## src/hdl/npp_pkg.sv

```systemverilog
// Shared types, constants and helper functions for the NMEA position parser.
package npp_pkg;

   // Sentence framing limits.
   localparam int          MAX_SENTENCE_BYTES = 101;
   localparam logic [6:0]  BYTE_POS_MAX       = 7'd127;
   localparam logic [6:0]  BYTE_POS_LIMIT     = 7'(MAX_SENTENCE_BYTES);
   localparam logic [6:0]  POS_KIND_FIRST     = 7'd3;
   localparam logic [6:0]  POS_KIND_SECOND    = 7'd4;
   localparam logic [6:0]  POS_KIND_THIRD     = 7'd5;
   localparam logic [4:0]  FIELD_INDEX_MAX    = 5'd31;
   localparam logic [3:0]  FIELD_CHARS_MAX    = 4'd15;

   // Field numbers inside a sentence.
   localparam logic [4:0]  FIELD_TIME     = 5'd1;
   localparam logic [4:0]  FIELD_LAT      = 5'd2;
   localparam logic [4:0]  FIELD_LAT_HEMI = 5'd3;
   localparam logic [4:0]  FIELD_LON      = 5'd4;
   localparam logic [4:0]  FIELD_LON_HEMI = 5'd5;
   localparam logic [4:0]  FIELD_QUALITY  = 5'd6;
   localparam logic [4:0]  FIELD_SATS     = 5'd7;
   localparam logic [4:0]  FIELD_ALT      = 5'd9;

   // ASCII codes.
   localparam logic [7:0]  CHAR_STAR  = 8'h2A;
   localparam logic [7:0]  CHAR_COMMA = 8'h2C;
   localparam logic [7:0]  CHAR_MINUS = 8'h2D;
   localparam logic [7:0]  CHAR_POINT = 8'h2E;
   localparam logic [7:0]  CHAR_ZERO  = 8'h30;
   localparam logic [7:0]  CHAR_NINE  = 8'h39;
   localparam logic [7:0]  CHAR_A     = 8'h41;
   localparam logic [7:0]  CHAR_G     = 8'h47;
   localparam logic [7:0]  CHAR_N     = 8'h4E;
   localparam logic [7:0]  CHAR_S     = 8'h53;
   localparam logic [7:0]  CHAR_T     = 8'h54;
   localparam logic [7:0]  CHAR_W     = 8'h57;

   // Number accumulation limits and result caps.
   localparam logic [23:0] WHOLE_CAP  = 24'd9999999;
   localparam logic [2:0]  FRAC_MAX   = 3'd5;
   localparam logic [23:0] TIME_CAP   = 24'd999999;
   localparam logic [23:0] QUAL_CAP   = 24'd9;
   localparam logic [23:0] SATS_CAP   = 24'd99;
   localparam logic [27:0] ALT_CAP    = 28'd999999;
   localparam logic [31:0] LAT_CAP    = 32'd999999999;
   localparam logic [31:0] LON_CAP    = 32'd1999999999;

   // Angle conversion constants: reciprocal multipliers for /100 and /3.
   localparam logic [24:0] DIV100_MUL   = 25'd21474837;
   localparam int          DIV100_SHIFT = 31;
   localparam logic [25:0] DIV3_MUL     = 26'd44739243;
   localparam int          DIV3_SHIFT   = 27;
   localparam logic [39:0] DEG_SCALE    = 40'd10000000;
   localparam logic [25:0] MIN_SCALE_X5 = 26'd500000;
   localparam logic [25:0] FRAC_X5      = 26'd5;
   localparam int          ANG_STAGES   = 5;

   typedef enum logic [1:0] {
      KIND_GGA  = 2'd0,
      KIND_GNS  = 2'd1,
      KIND_GST  = 2'd2,
      KIND_NONE = 2'd3
   } kind_type;

   // Raw latitude or longitude as parsed, before conversion to 1e-7 degrees.
   typedef struct packed {
      logic [23:0] whole;
      logic [16:0] frac;
      logic [2:0]  digits;
      logic        present;
      logic        negative;
   } angle_raw_type;

   // Result fields that need no further arithmetic.
   typedef struct packed {
      kind_type           kind;
      logic               pos_valid;
      logic signed [20:0] altitude;
      logic [19:0]        utc_hhmmss;
      logic [6:0]         hundredths;
      logic [3:0]         quality;
      logic [6:0]         sats;
   } result_type;

   // Everything the scanner hands to the conversion pipeline.
   typedef struct packed {
      result_type    info;
      angle_raw_type lat;
      angle_raw_type lon;
   } snap_type;

   // Scale factor that brings a fraction with the given digit count to five digits.
   function automatic logic [16:0] pow10_e5(input logic [2:0] digits);
      logic [16:0] scale;
      case (digits)
         3'd0:    scale = 17'd100000;
         3'd1:    scale = 17'd10000;
         3'd2:    scale = 17'd1000;
         3'd3:    scale = 17'd100;
         3'd4:    scale = 17'd10;
         default: scale = 17'd1;
      endcase
      return scale;
   endfunction

   // Third letter of the sentence type that a candidate kind expects.
   function automatic logic [7:0] kind_third(input kind_type kind);
      logic [7:0] letter;
      case (kind)
         KIND_GGA: letter = CHAR_A;
         KIND_GNS: letter = CHAR_S;
         KIND_GST: letter = CHAR_T;
         default:  letter = 8'h00;
      endcase
      return letter;
   endfunction

endpackage

```

## src/hdl/npp_scan.sv

```systemverilog
// Byte scanner: sentence kind detection, field splitting and number accumulation.
module npp_scan import npp_pkg::*; (
   input  logic     clock,
   input  logic     reset,
   input  logic     byte_valid,
   input  logic     byte_accept,
   input  logic [7:0] char_in,
   input  logic     first_byte,
   input  logic     last_byte,
   input  logic     snap_take,
   output logic     byte_ready,
   output logic     snap_valid,
   output snap_type snap_data
);

   // State of the field being read.
   typedef struct packed {
      logic [3:0]  chars;
      logic [23:0] whole;
      logic [16:0] frac;
      logic [2:0]  digits;
      logic        seen_point;
      logic        minus;
      logic [3:0]  frac_a;
      logic [3:0]  frac_b;
   } field_type;

   // Values collected from closed fields of the current sentence.
   typedef struct packed {
      angle_raw_type      lat;
      angle_raw_type      lon;
      logic [19:0]        utc_hhmmss;
      logic [6:0]         hundredths;
      logic [3:0]         quality;
      logic [6:0]         sats;
      logic signed [20:0] altitude;
   } sent_type;

   localparam field_type FIELD_CLEAR = '0;
   localparam sent_type  SENT_CLEAR  = '0;

   kind_type  kind_ff, kind_in, cand_ff, cand_in;
   logic [6:0] pos_ff, pos_in;
   logic [4:0] index_ff, index_in;
   field_type fld_ff, fld_in;
   sent_type  sent_ff, sent_in;
   logic      done_ff, done_in;
   logic      snap_valid_ff, snap_valid_in;
   snap_type  snap_ff, snap_in;

   kind_type   kind_s, cand_s, kind_d, cand_d;
   logic [6:0] pos_s;
   logic [4:0] index_s, index_next;
   field_type  fld_s, fld_a;
   sent_type   sent_s, sent_a, sent_1, sent_2;
   logic       active, parse, is_star, is_comma, is_digit;
   logic       close_a, close_b, finish, emit;
   logic [7:0] digit_full;
   logic [3:0] digit;
   logic [27:0] whole_wide;

   // Apply the closing of one field to the sentence record.
   function automatic sent_type close_fld(input sent_type s, input kind_type k,
                                          input logic [4:0] fi, input field_type f);
      sent_type    r;
      logic        present;
      logic [27:0] dm;
      logic [19:0] dm_sat;
      logic [20:0] alt_mag;
      r       = s;
      present = (f.chars != 4'd0);
      dm      = {4'b0, f.whole} * 28'd10 + {24'b0, f.frac_a};
      dm_sat  = (dm > ALT_CAP) ? ALT_CAP[19:0] : dm[19:0];
      alt_mag = {1'b0, dm_sat};
      if (k != KIND_NONE) begin
         if (fi == FIELD_TIME) begin
            r.utc_hhmmss = (f.whole > TIME_CAP) ? TIME_CAP[19:0] : f.whole[19:0];
            r.hundredths = {3'b0, f.frac_a} * 7'd10 + {3'b0, f.frac_b};
         end else if (k != KIND_GST) begin
            if (fi == FIELD_LAT) begin
               r.lat.whole   = f.whole;
               r.lat.frac    = f.frac;
               r.lat.digits  = f.digits;
               r.lat.present = present;
            end else if (fi == FIELD_LON) begin
               r.lon.whole   = f.whole;
               r.lon.frac    = f.frac;
               r.lon.digits  = f.digits;
               r.lon.present = present;
            end else if (fi == FIELD_QUALITY && k == KIND_GGA) begin
               r.quality = (f.whole > QUAL_CAP) ? QUAL_CAP[3:0] : f.whole[3:0];
            end else if (fi == FIELD_SATS) begin
               r.sats = (f.whole > SATS_CAP) ? SATS_CAP[6:0] : f.whole[6:0];
            end else if (fi == FIELD_ALT) begin
               r.altitude = f.minus ? -alt_mag : alt_mag;
            end
         end
      end
      return r;
   endfunction

   // The scanner stalls only while its snapshot is still waiting to move on.
   assign byte_ready = !snap_valid_ff || snap_take;
   assign snap_valid = snap_valid_ff;
   assign snap_data  = snap_ff;

   // Next state for one accepted byte.
   always_comb begin
      kind_s  = kind_ff;
      cand_s  = cand_ff;
      pos_s   = pos_ff;
      index_s = index_ff;
      fld_s   = fld_ff;
      sent_s  = sent_ff;
      if (first_byte) begin
         kind_s  = KIND_NONE;
         cand_s  = KIND_NONE;
         pos_s   = 7'd0;
         index_s = 5'd0;
         fld_s   = FIELD_CLEAR;
         sent_s  = SENT_CLEAR;
      end
      active     = first_byte || !done_ff;
      parse      = (pos_s < BYTE_POS_LIMIT);
      is_star    = (char_in == CHAR_STAR);
      is_comma   = (char_in == CHAR_COMMA);
      is_digit   = (char_in >= CHAR_ZERO) && (char_in <= CHAR_NINE);
      digit_full = char_in - CHAR_ZERO;
      digit      = digit_full[3:0];
      whole_wide = {4'b0, fld_s.whole} * 28'd10 + {24'b0, digit};

      // Sentence type from bytes three to five.
      kind_d = kind_s;
      cand_d = cand_s;
      if (parse) begin
         if (pos_s == POS_KIND_FIRST) begin
            if (char_in == CHAR_G) cand_d = KIND_GGA;
            else                   cand_d = KIND_NONE;
         end else if (pos_s == POS_KIND_SECOND && cand_s == KIND_GGA) begin
            if (char_in == CHAR_G)      cand_d = KIND_GGA;
            else if (char_in == CHAR_N) cand_d = KIND_GNS;
            else if (char_in == CHAR_S) cand_d = KIND_GST;
            else                        cand_d = KIND_NONE;
         end else if (pos_s == POS_KIND_THIRD && cand_s != KIND_NONE) begin
            if (char_in == kind_third(cand_s)) kind_d = cand_s;
         end
      end

      // Characters inside a field.
      fld_a  = fld_s;
      sent_a = sent_s;
      if (parse && !is_star && !is_comma) begin
         if (is_digit) begin
            if (!fld_s.seen_point) begin
               fld_a.whole = (whole_wide > {4'b0, WHOLE_CAP}) ? WHOLE_CAP : whole_wide[23:0];
            end else if (fld_s.digits < FRAC_MAX) begin
               fld_a.frac   = fld_s.frac * 17'd10 + {13'b0, digit};
               fld_a.digits = fld_s.digits + 3'd1;
               if (fld_s.digits == 3'd0) fld_a.frac_a = digit;
               if (fld_s.digits == 3'd1) fld_a.frac_b = digit;
            end
         end else if (char_in == CHAR_POINT) begin
            fld_a.seen_point = 1'b1;
         end else if (char_in == CHAR_MINUS && fld_s.chars == 4'd0) begin
            fld_a.minus = 1'b1;
         end
         if (index_s == FIELD_LAT_HEMI && char_in == CHAR_S) sent_a.lat.negative = 1'b1;
         if (index_s == FIELD_LON_HEMI && char_in == CHAR_W) sent_a.lon.negative = 1'b1;
         if (fld_s.chars != FIELD_CHARS_MAX) fld_a.chars = fld_s.chars + 4'd1;
      end

      // A comma on the last byte closes the field it ends and an empty one after it.
      close_a    = active && ((parse && (is_star || is_comma)) || last_byte);
      close_b    = active && parse && is_comma && last_byte;
      finish     = active && ((parse && is_star) || last_byte);
      emit       = finish && (kind_d != KIND_NONE);
      index_next = (index_s == FIELD_INDEX_MAX) ? index_s : index_s + 5'd1;
      sent_1     = close_a ? close_fld(sent_a, kind_d, index_s, fld_a) : sent_a;
      sent_2     = close_b ? close_fld(sent_1, kind_d, index_next, FIELD_CLEAR) : sent_1;

      kind_in  = kind_ff;
      cand_in  = cand_ff;
      pos_in   = pos_ff;
      index_in = index_ff;
      fld_in   = fld_ff;
      sent_in  = sent_ff;
      done_in  = done_ff;
      if (active) begin
         kind_in  = kind_d;
         cand_in  = cand_d;
         pos_in   = (pos_s == BYTE_POS_MAX) ? pos_s : pos_s + 7'd1;
         index_in = close_a ? index_next : index_s;
         fld_in   = close_a ? FIELD_CLEAR : fld_a;
         sent_in  = sent_2;
         done_in  = finish;
      end

      // Snapshot for the conversion pipeline.
      snap_in.info.kind       = kind_d;
      snap_in.info.pos_valid  = sent_2.lat.present && sent_2.lon.present &&
                                (kind_d != KIND_GST);
      snap_in.info.altitude   = sent_2.altitude;
      snap_in.info.utc_hhmmss = sent_2.utc_hhmmss;
      snap_in.info.hundredths = sent_2.hundredths;
      snap_in.info.quality    = sent_2.quality;
      snap_in.info.sats       = sent_2.sats;
      snap_in.lat             = sent_2.lat;
      snap_in.lon             = sent_2.lon;

      if (byte_accept && emit)  snap_valid_in = 1'b1;
      else if (snap_take)       snap_valid_in = 1'b0;
      else                      snap_valid_in = snap_valid_ff;
   end

   // Scanner state registers.
   always_ff @(posedge clock) begin
      if (reset) begin
         kind_ff       <= KIND_NONE;
         cand_ff       <= KIND_NONE;
         pos_ff        <= 7'd0;
         index_ff      <= 5'd0;
         fld_ff        <= FIELD_CLEAR;
         sent_ff       <= SENT_CLEAR;
         done_ff       <= 1'b1;
         snap_valid_ff <= 1'b0;
      end else begin
         if (byte_accept) begin
            kind_ff  <= kind_in;
            cand_ff  <= cand_in;
            pos_ff   <= pos_in;
            index_ff <= index_in;
            fld_ff   <= fld_in;
            sent_ff  <= sent_in;
            done_ff  <= done_in;
         end
         snap_valid_ff <= snap_valid_in;
      end
   end

   // Snapshot payload.
   always_ff @(posedge clock) begin
      if (byte_valid && byte_accept && emit) begin
         snap_ff <= snap_in;
      end
   end

endmodule

```

## config.mk

```make
export PLATFORM = sky130hd
export DESIGN_NAME = npp_scan
export DESIGN_NICKNAME = d
export VERILOG_FILES = /design/src/hdl/npp_pkg.sv /design/src/hdl/npp_scan.sv
export SDC_FILE = /design/constraint.sdc
export NUM_CORES = 1
export LEC_CHECK = 0
export BUFFER_PORTS_ARGS = -buffer_cell sky130_fd_sc_hd__clkbuf_2
export CAP_MARGIN = 30
export CORE_MARGIN = 1.5
export CORE_UTILIZATION = 45
export CTS_CLUSTER_SIZE = 10
export DETAILED_ROUTE_END_ITERATION = 16
export HOLD_SLACK_MARGIN = 0.06
export PLACE_DENSITY = 0.66
export SETUP_SLACK_MARGIN = 0.1
export SLEW_MARGIN = 20
export SYNTH_ARGS = -nofsm -noshare
export SYNTH_HDL_FRONTEND = slang
export SYNTH_SLANG_ARGS = --single-unit
export TNS_END_PERCENT = 20
```

## constraint.sdc

```tcl
create_clock -name clock -period 20.8 [get_ports clock]
set_clock_uncertainty 0.2 [all_clocks]
set_input_delay 2.08 -clock clock [delete_from_list [all_inputs] [get_ports clock]]
set_output_delay 2.08 -clock clock [all_outputs]
set_load 0.1 [all_outputs]
```

# Word-level counts from Yosys, hierarchy flattened
# Cells that the tools add are included.
# totals
reg_bits	381
latchBits	0
mem_bits_rw	0
romBits	0
input_bits	15
out_inout_bits	156
elab_cells	239
n_memories	0
# classes
addsub	10
mul	4
div	0
magnitude_cmp	9
n_eq_ne	35
shift	0
mux	96
n_bitwise	0
reduce_logical	39
# ops
operator	n
45-bit 2-to-1 mux	18
151-bit 2-to-1 mux	3
32-bit 2-to-1 mux	8
58-bit 2-to-1 mux	3
59-bit 2-to-1 mux	2
21-bit 2-to-1 mux	5
20-bit 2-to-1 mux	4
28-bit by 4-bit adder with 28-bit output	2
28-bit 2-to-1 mux	2
8-bit 2-to-1 mux	7
24-bit by 3-bit multiplier with 27-bit output, second input constant	2
27-bit 2-to-1 mux	2
24-bit 2-to-1 mux	2
44-bit 2-to-1 mux	1
5-bit by 3-bit == test with 1-bit output, second input constant	7
7-bit 2-to-1 mux	5
8-bit by 6-bit == test with 1-bit output, second input constant	4
8-bit by 7-bit == test with 1-bit output, second input constant	4
28-bit by 20-bit > comparator with 1-bit output, second input constant	1
28-bit by 24-bit > comparator with 1-bit output, second input constant	1
2-bit 2-to-1 mux	14
24-bit by 20-bit > comparator with 1-bit output, second input constant	1
24-bit by 4-bit > comparator with 1-bit output, second input constant	1
24-bit by 7-bit > comparator with 1-bit output, second input constant	1
other kinds (40)	93

# Depth between registers and ports, before layout
# Gate-level depths: netlist of the first run.
# logic_depth
depth_word	34
ltp_mapped	56
mapped_depth_nobuf	47

# Worst setup path before layout of the first run
# OpenSTA, ideal clock, no wires.
# synth_timing
kind	input-to-reg
start	input port first_byte
end	register snap_ff (netlist bit snap_data[148]), data pin
setup_ns	0.264
arrival_ns	14.101
required_time_ns	20.336
setup_slack_ns	6.235
stages	52
n_path_buf	11
path_cell_list	clkbuf_1 -> clkbuf_1 -> clkbuf_1 -> clkbuf_1 -> buf_1 -> buf_1 -> nor2_1 -> ha_1 -> fa_1 -> a21o_1 -> a211o_1 -> buf_2 -> a311o_1 -> a2111oi_4 -> nor4b_4 -> nand3_1 -> or4_1 -> o21ai_2 -> (+16 left out) -> nand4b_1 -> a31oi_1 -> nor3_2 -> buf_2 -> buf_2 -> nand2_1 -> inv_1 -> ha_1 -> nand3b_1 -> nor3_1 -> nor2b_1 -> and4_1 -> nor2b_1 -> nand4_1 -> nor3b_1 -> mux2_2 -> a22o_1 -> o21ai_0
# synth_rtl
item	line_no	rtl
start, declared	npp_scan.sv:8	input logic first_byte,
end signal, assigned	npp_scan.sv:243	snap_ff <= snap_in;
end, declared	npp_scan.sv:49	snap_type snap_ff, snap_in;

==> reports/metrics.cfg, run 1 <==
[clocking]
clockRootBuffer=clkbuf_16
cts.htree.levels=2
cts-hold-fix-buffers=0
cts.sinks=381
clk_latency_ns=0.58
cts_made_buffers=46
clk_path_buf_depth=3
clk_pin_slew_ns=0.06
cts_tree=done
ctsResizeCount=0
cts_setup_buffers=0

[floorplan]
initial_core_util_pct=45.9
rows=83
io_pins=171
die_y_um=233
coreArea_um2=51700
fp.dieW_um=233
dieArea_um2=54100

[worst_setup_path]
reg2reg_depth=45
r2r_setup_slack_ns=7.46
cp_slowest_cell=clkinv_2
cp-end-kind=register
start_kind=input port
cp.depth=49
crit_type=input port to register
path_delay_family=simple AND/OR/NAND/NOR gates
cp.required_ns=20.90
worstPathMaxFanout=53
critical-path-max-stage-delay_ns=0.71
cp.arrival_ns=15.92
path_buf_inv=8

[outcome]
run_status=finished clean

[timing]
rsz0062_at_grt=false
hold_viol_final=0
worst_pin_slew_ns=1.00
slew_headroom_pct=33.1
setup_tns_ns=0
min_period_ns=15.82
fmax_ghz=0.0632
maxSlewViolCount=0
period_share_pct=76.1
setup_violations=0

[route]
routed.top_layer=met4
drt_wl_total_mm=75.0
met3_length_mm=5.49
drtAntennaViolNets=0
drtIter0Drc=2171
drc_errors=0
vias=22000
wl_per_cell_um=20.7
wl_met2_mm=34.6
viasPerCell=6.07
wl_met1_mm=32.1
firstDrtPassIters=8

[synthesis]
postSynth.asyncResetShare_pct=0
synth_nets=2971
yosysWarnings=0
ys_seq_area_share_pct=38.6
synth_edf_count=154
synth_area_per_cell_um2=8.43
ys.flop_type=dfxtp_1
syn_inst=2816
yosysUniqueCellTypes=98
netlist_area_um2=23700
synth.ff_latch_count=381

[worst_hold_path]
worstHoldPathType=register to register
hold_depth=2

[layout]
layout_commonest_cell=nand2_1
nFillCells=4853
area_growth_pct=11.8
final_nets=3056
layout_common_cells=nand2_1 (352), nor2_1 (320), a21oi_1 (287)
final_area_um2=26500
drive_above_1_share_pct=11.1

[placement]
place_area_um2=25100
gp_congestion=0.942
io_buffers=170
hpwl_mm=53.2

[power]
ir_drop_mv=0.0647
p_leak_nw=10.8
p_per_area_nw_per_um2=61.0

[grt]
overflow=0
grt_pass1_wl_mm=116
grt_max_degree=88
gr-usage-all-layers_pct=27.1
antenna_found_initial=3
grt_pass1_vias=20600

[flow_run]
drv_cap=0

[Yosys cell counts, types with 17 or more instances]
library cell	count	area, um^2
xor2_1	33	289
dfxtp_1	227	4540
o21ai_1	18	90.1
a21oi_1	287	1440
nor3_1	51	255
a211oi_1	23	173
ha_1	133	1660
nand4_1	26	163
a31oi_1	31	194
nor2_1	322	1210
and3_1	120	751
nand3_1	43	215
nand2b_1	23	144
a22o_1	43	377
a22oi_1	72	541
a21o_1	41	308
nand2_1	353	1330
o21ai_0	109	546
buf_1	17	63.8
edfxtp_1	154	4620
nor2b_1	53	332
nor4_1	21	131
xnor2_1	78	683
and2_1	28	175
clkbuf_1	148	556
inv_1	60	225
or3_1	26	163
[logic make-up (layout without fill, tap and decap cells)]
logic type,count (synthesis),count (layout),share of synthesized area (%)
compound gates,771,771,21.1
simple gates,1151,1151,23.5
flops,381,381,38.6
buf+inv,234,356,3.74
fa+ha+maj,140,140,7.60
xor+xnor,111,111,4.10
other cells,0,1,0
mux,28,28,1.26
[registers in the layout, indices dropped and copies added (netlist names)]
name,cells
kind_ff,2
sent_ff,151
pos_ff,7
index_ff,5
snap_valid,1
snap_data,154
done_ff,1
fld_ff,58
cand_ff,2
[power breakdown]
part | switching (mW) | internal [mW] | total (mW)
logic | 0.0738 | 0.0174 | 0.0912
clock network | 0.314 | 0.436 | 0.750
registers | 0.00183 | 0.775 | 0.777
total | 0.389 | 1.23 | 1.62
[worst register-to-register path, delay by kind of cell, from the launching register on]
| kind | cells | cell delay (ns) |
|---|---|---|
| AO/OA/AOI/OAI | 13 | 4.12 |
| XOR/XNOR | 1 | 0.37 |
| adder cells (fa/ha/maj) | 4 | 1.14 |
| buffers and inverters | 4 | 0.64 |
| flip-flops | 1 | 0.47 |
| multiplexers | 4 | 1.00 |
| AND/OR/NAND/NOR | 19 | 5.16 |
[final timing paths]
path / start / end
setup / recovery: first_byte / snap_data[148]$_DFFE_PP_
hold / removal: sent_ff[43]$_SDFFE_PP0P_ / sent_ff[43]$_SDFFE_PP0P_
setup reg to reg: fld_ff[38]$_SDFFE_PP0P_ / snap_data[148]$_DFFE_PP_
hold reg to reg: sent_ff[43]$_SDFFE_PP0P_ / sent_ff[43]$_SDFFE_PP0P_
[per-stage QoR]
stage          worst slack [ns]  total power [mW]  hold slack, ns  instances  utilization [%]
3_3_place_gp               4.95             0.881           0.233       3528             48.5
6_report                   4.98              1.62           0.250       3619             51.3
2_1_floorplan              6.23             0.857           0.225       2816                -
4_1_cts                    5.27              1.62           0.250       3616             51.3
3_5_place_dp               4.73             0.882           0.242       3531             48.6
5_1_grt                    3.78              1.66           0.263       3618             51.3
[cell type report]
| class | instances | area, um^2 | share of cell area, % |
|---|---|---|---|
| clock inverter | 5 | 55.1 | 0.207 |
| timing repair buffer | 210 | 1160 | 4.37 |
| antenna | 1 | 2.50 | 0.00943 |
| multi-input combinational | 2201 | 13700 | 51.7 |
| tap | 680 | 851 | 3.21 |
| clock buffer | 80 | 1340 | 5.05 |
| inverter | 61 | 230 | 0.868 |
| sequential | 381 | 9170 | 34.6 |
[per-layer routing]
layer / up-vias / GRT usage (%)
met5: - / 0
met4: 0 / 10.3
met3: 151 / 4.25
met2: 877 / 43.8
met1: 10600 / 36.3
li1: 10400 / -
Note: power is estimated with default switching activity, not from simulation.
==> inputs of run 2 (changes only) <==
- clock period: 20.8 -> 16.11 ns (I/O delays scaled with it)
==> reports/metrics.cfg, run 2 (synthesized netlist as in run 1, its figures left out) <==
[outcome]
run_status=finished clean

[timing]
hold_viol_final=0  ; unchanged
setup_tns_ns=0  ; unchanged
min_period_ns=14.60
rsz0062_at_grt=false
worst_pin_slew_ns=1.04  ; +0.0340 ns
setup_violations=0  ; unchanged
slew_headroom_pct=30.9  ; -2.3 points
period_share_pct=90.6
maxSlewViolCount=0  ; unchanged
fmax_ghz=0.0685
holdWs_ns=0.247  ; -0.00223 ns

[worst_setup_path]
critical-path-max-stage-delay_ns=0.72  ; about the same
regToRegStartpoint=fld_ff[38]$_SDFFE_PP0P_
cp_slowest_cell=a2111oi_0
reg2reg_depth=46  ; +2.2%
cp.required_ns=16.23  ; -4.67 ns
r2r-end=snap_data[148]$_DFFE_PP_
cp.arrival_ns=14.72  ; -1.20 ns
path_common_cell=ha_1
cp-end-kind=register
r2r_setup_slack_ns=2.87  ; -4.59 ns
start_kind=input port
startpoint=first_byte
worstPathMaxFanout=34  ; -36%
crit_type=input port to register

[clocking]
clk_path_buf_depth=3  ; unchanged
cts-hold-fix-buffers=0  ; unchanged
clockRootBuffer=clkbuf_16
cts.sinks=381  ; unchanged
ctsResizeCount=0  ; unchanged
clk_pin_slew_ns=0.06  ; about the same
cts_setup_buffers=0  ; unchanged
cts.htree.levels=2  ; unchanged
cts_made_buffers=46  ; unchanged
clk_latency_ns=0.58  ; about the same
cts_tree=done

[layout]
largest_reg_flops=154  ; unchanged
drive_above_1_share_pct=11.2  ; +0.15 points
antenna_cells=0  ; -1
nFillCells=4846  ; -0.14%
layout_commonest_cell=nand2_1
layout_common_cells=nand2_1 (352), nor2_1 (320), a21oi_1 (287)
area_growth_pct=12.1
multiInputGateArea_um2=13700  ; about the same
seqCellArea_um2=9170  ; unchanged
final_nets=3062  ; +0.20%
fin_util_pct=51.4  ; +0.12 points

[route]
wl_met1_mm=32.9  ; +2.5%
wl_per_cell_um=20.9  ; +0.71%
drc_errors=0  ; unchanged
routed.top_layer=met5
drtAntennaViolNets=0  ; unchanged
drtIter0Drc=2359  ; +8.7%
vias=22200  ; +0.82%
viasPerCell=6.11  ; +0.68%
met3_length_mm=5.20  ; -5.3%
wl_met2_mm=34.9  ; +0.73%
drt_wl_total_mm=75.6  ; +0.85%
firstDrtPassIters=6  ; -2

[floorplan]
coreArea_um2=51700  ; unchanged
dieArea_um2=54100  ; unchanged
initial_core_util_pct=45.9  ; unchanged
rows=83  ; unchanged
io_pins=171  ; unchanged
fp.dieW_um=233  ; unchanged
die_y_um=233  ; unchanged

[power]
p_per_area_nw_per_um2=78.0  ; +28%
ir_drop_mv=0.0705  ; +9.0%
p_leak_nw=10.8  ; +0.21%
power_mw=2.08  ; +28%

[grt]
overflow=0  ; unchanged
grt_pass1_vias=20800  ; +1.1%
grt_max_degree=104  ; +18%
grt_pass1_wl_mm=117  ; +0.94%
antenna_found_initial=1  ; -2
gr-usage-all-layers_pct=27.3  ; +0.21 points

[worst_hold_path]
min_to=sent_ff[43]$_SDFFE_PP0P_
worstHoldPathType=register to register
hold_start=sent_ff[43]$_SDFFE_PP0P_
hold_depth=2  ; unchanged

[placement]
hpwl_mm=53.3  ; +0.25%
io_buffers=170  ; unchanged
gp_congestion=0.962  ; +2.1%

[flow_run]
drv_cap=0  ; unchanged

run 2: per-layer routing:
layer	track usage (%)	vias to the layer above
met5	0	-
met4	10.4	2
met3	3.15	145
met2	44.2	942
met1	37.2	10700
li1	-	10400
run 2: report_power, final:
group	internal (mW)	leakage [nW]	switching (mW)
sequential	1.00	3.21	0.00234
clock	0.551	0.651	0.400
combinational	0.0243	6.97	0.0968
total	1.58	10.8	0.499
run 2: area by class of cell:
cell class / count / share of cell area, %
Clock buffer: 79 / 4.91
Clock inverter: 6 / 0.235
Sequential cell: 381 / 34.5
Multi-Input combinational cell: 2201 / 51.6
Tap cell: 680 / 3.20
Timing Repair Buffer: 216 / 4.72
Inverter: 61 / 0.866
run 2: worst max path at each step:
stage | end | slack (ns) | depth (start not counted)
final | snap_data[148]$_DFFE_PP_ | 1.51 | 48
after global routing | snap_data[148]$_DFFE_PP_ | 0.23 | 49
after CTS | snap_data[148]$_DFFE_PP_ | 1.80 | 48
after detailed placement | snap_data[148]$_DFFE_PP_ | 1.22 | 48
after global placement | snap_data[148]$_DFFE_PP_ | 1.48 | 47
after floorplan | snap_data[148]$_DFFE_PP_ | 2.01 | 52
run 2: stage by stage:
step	instances	setup slack, ns	instance area (um^2)
3_5_place_dp	3536	1.22	25200
3_3_place_gp	3532	1.48	25100
5_1_grt	3624	0.234	26600
4_1_cts	3621	1.80	26500
6_report	3624	1.51	26600
2_1_floorplan	2816	2.01	23700
run 2: worst max-delay path, delay by kind of cell:
family | cells | cell delay [ns]
AND/OR/NAND/NOR | 19 | 4.94
XOR/XNOR | 1 | 0.37
buffers and inverters | 7 | 1.67
adder cells (fa/ha/maj) | 4 | 1.13
multiplexers | 4 | 1.02
AO/OA/AOI/OAI | 13 | 3.90
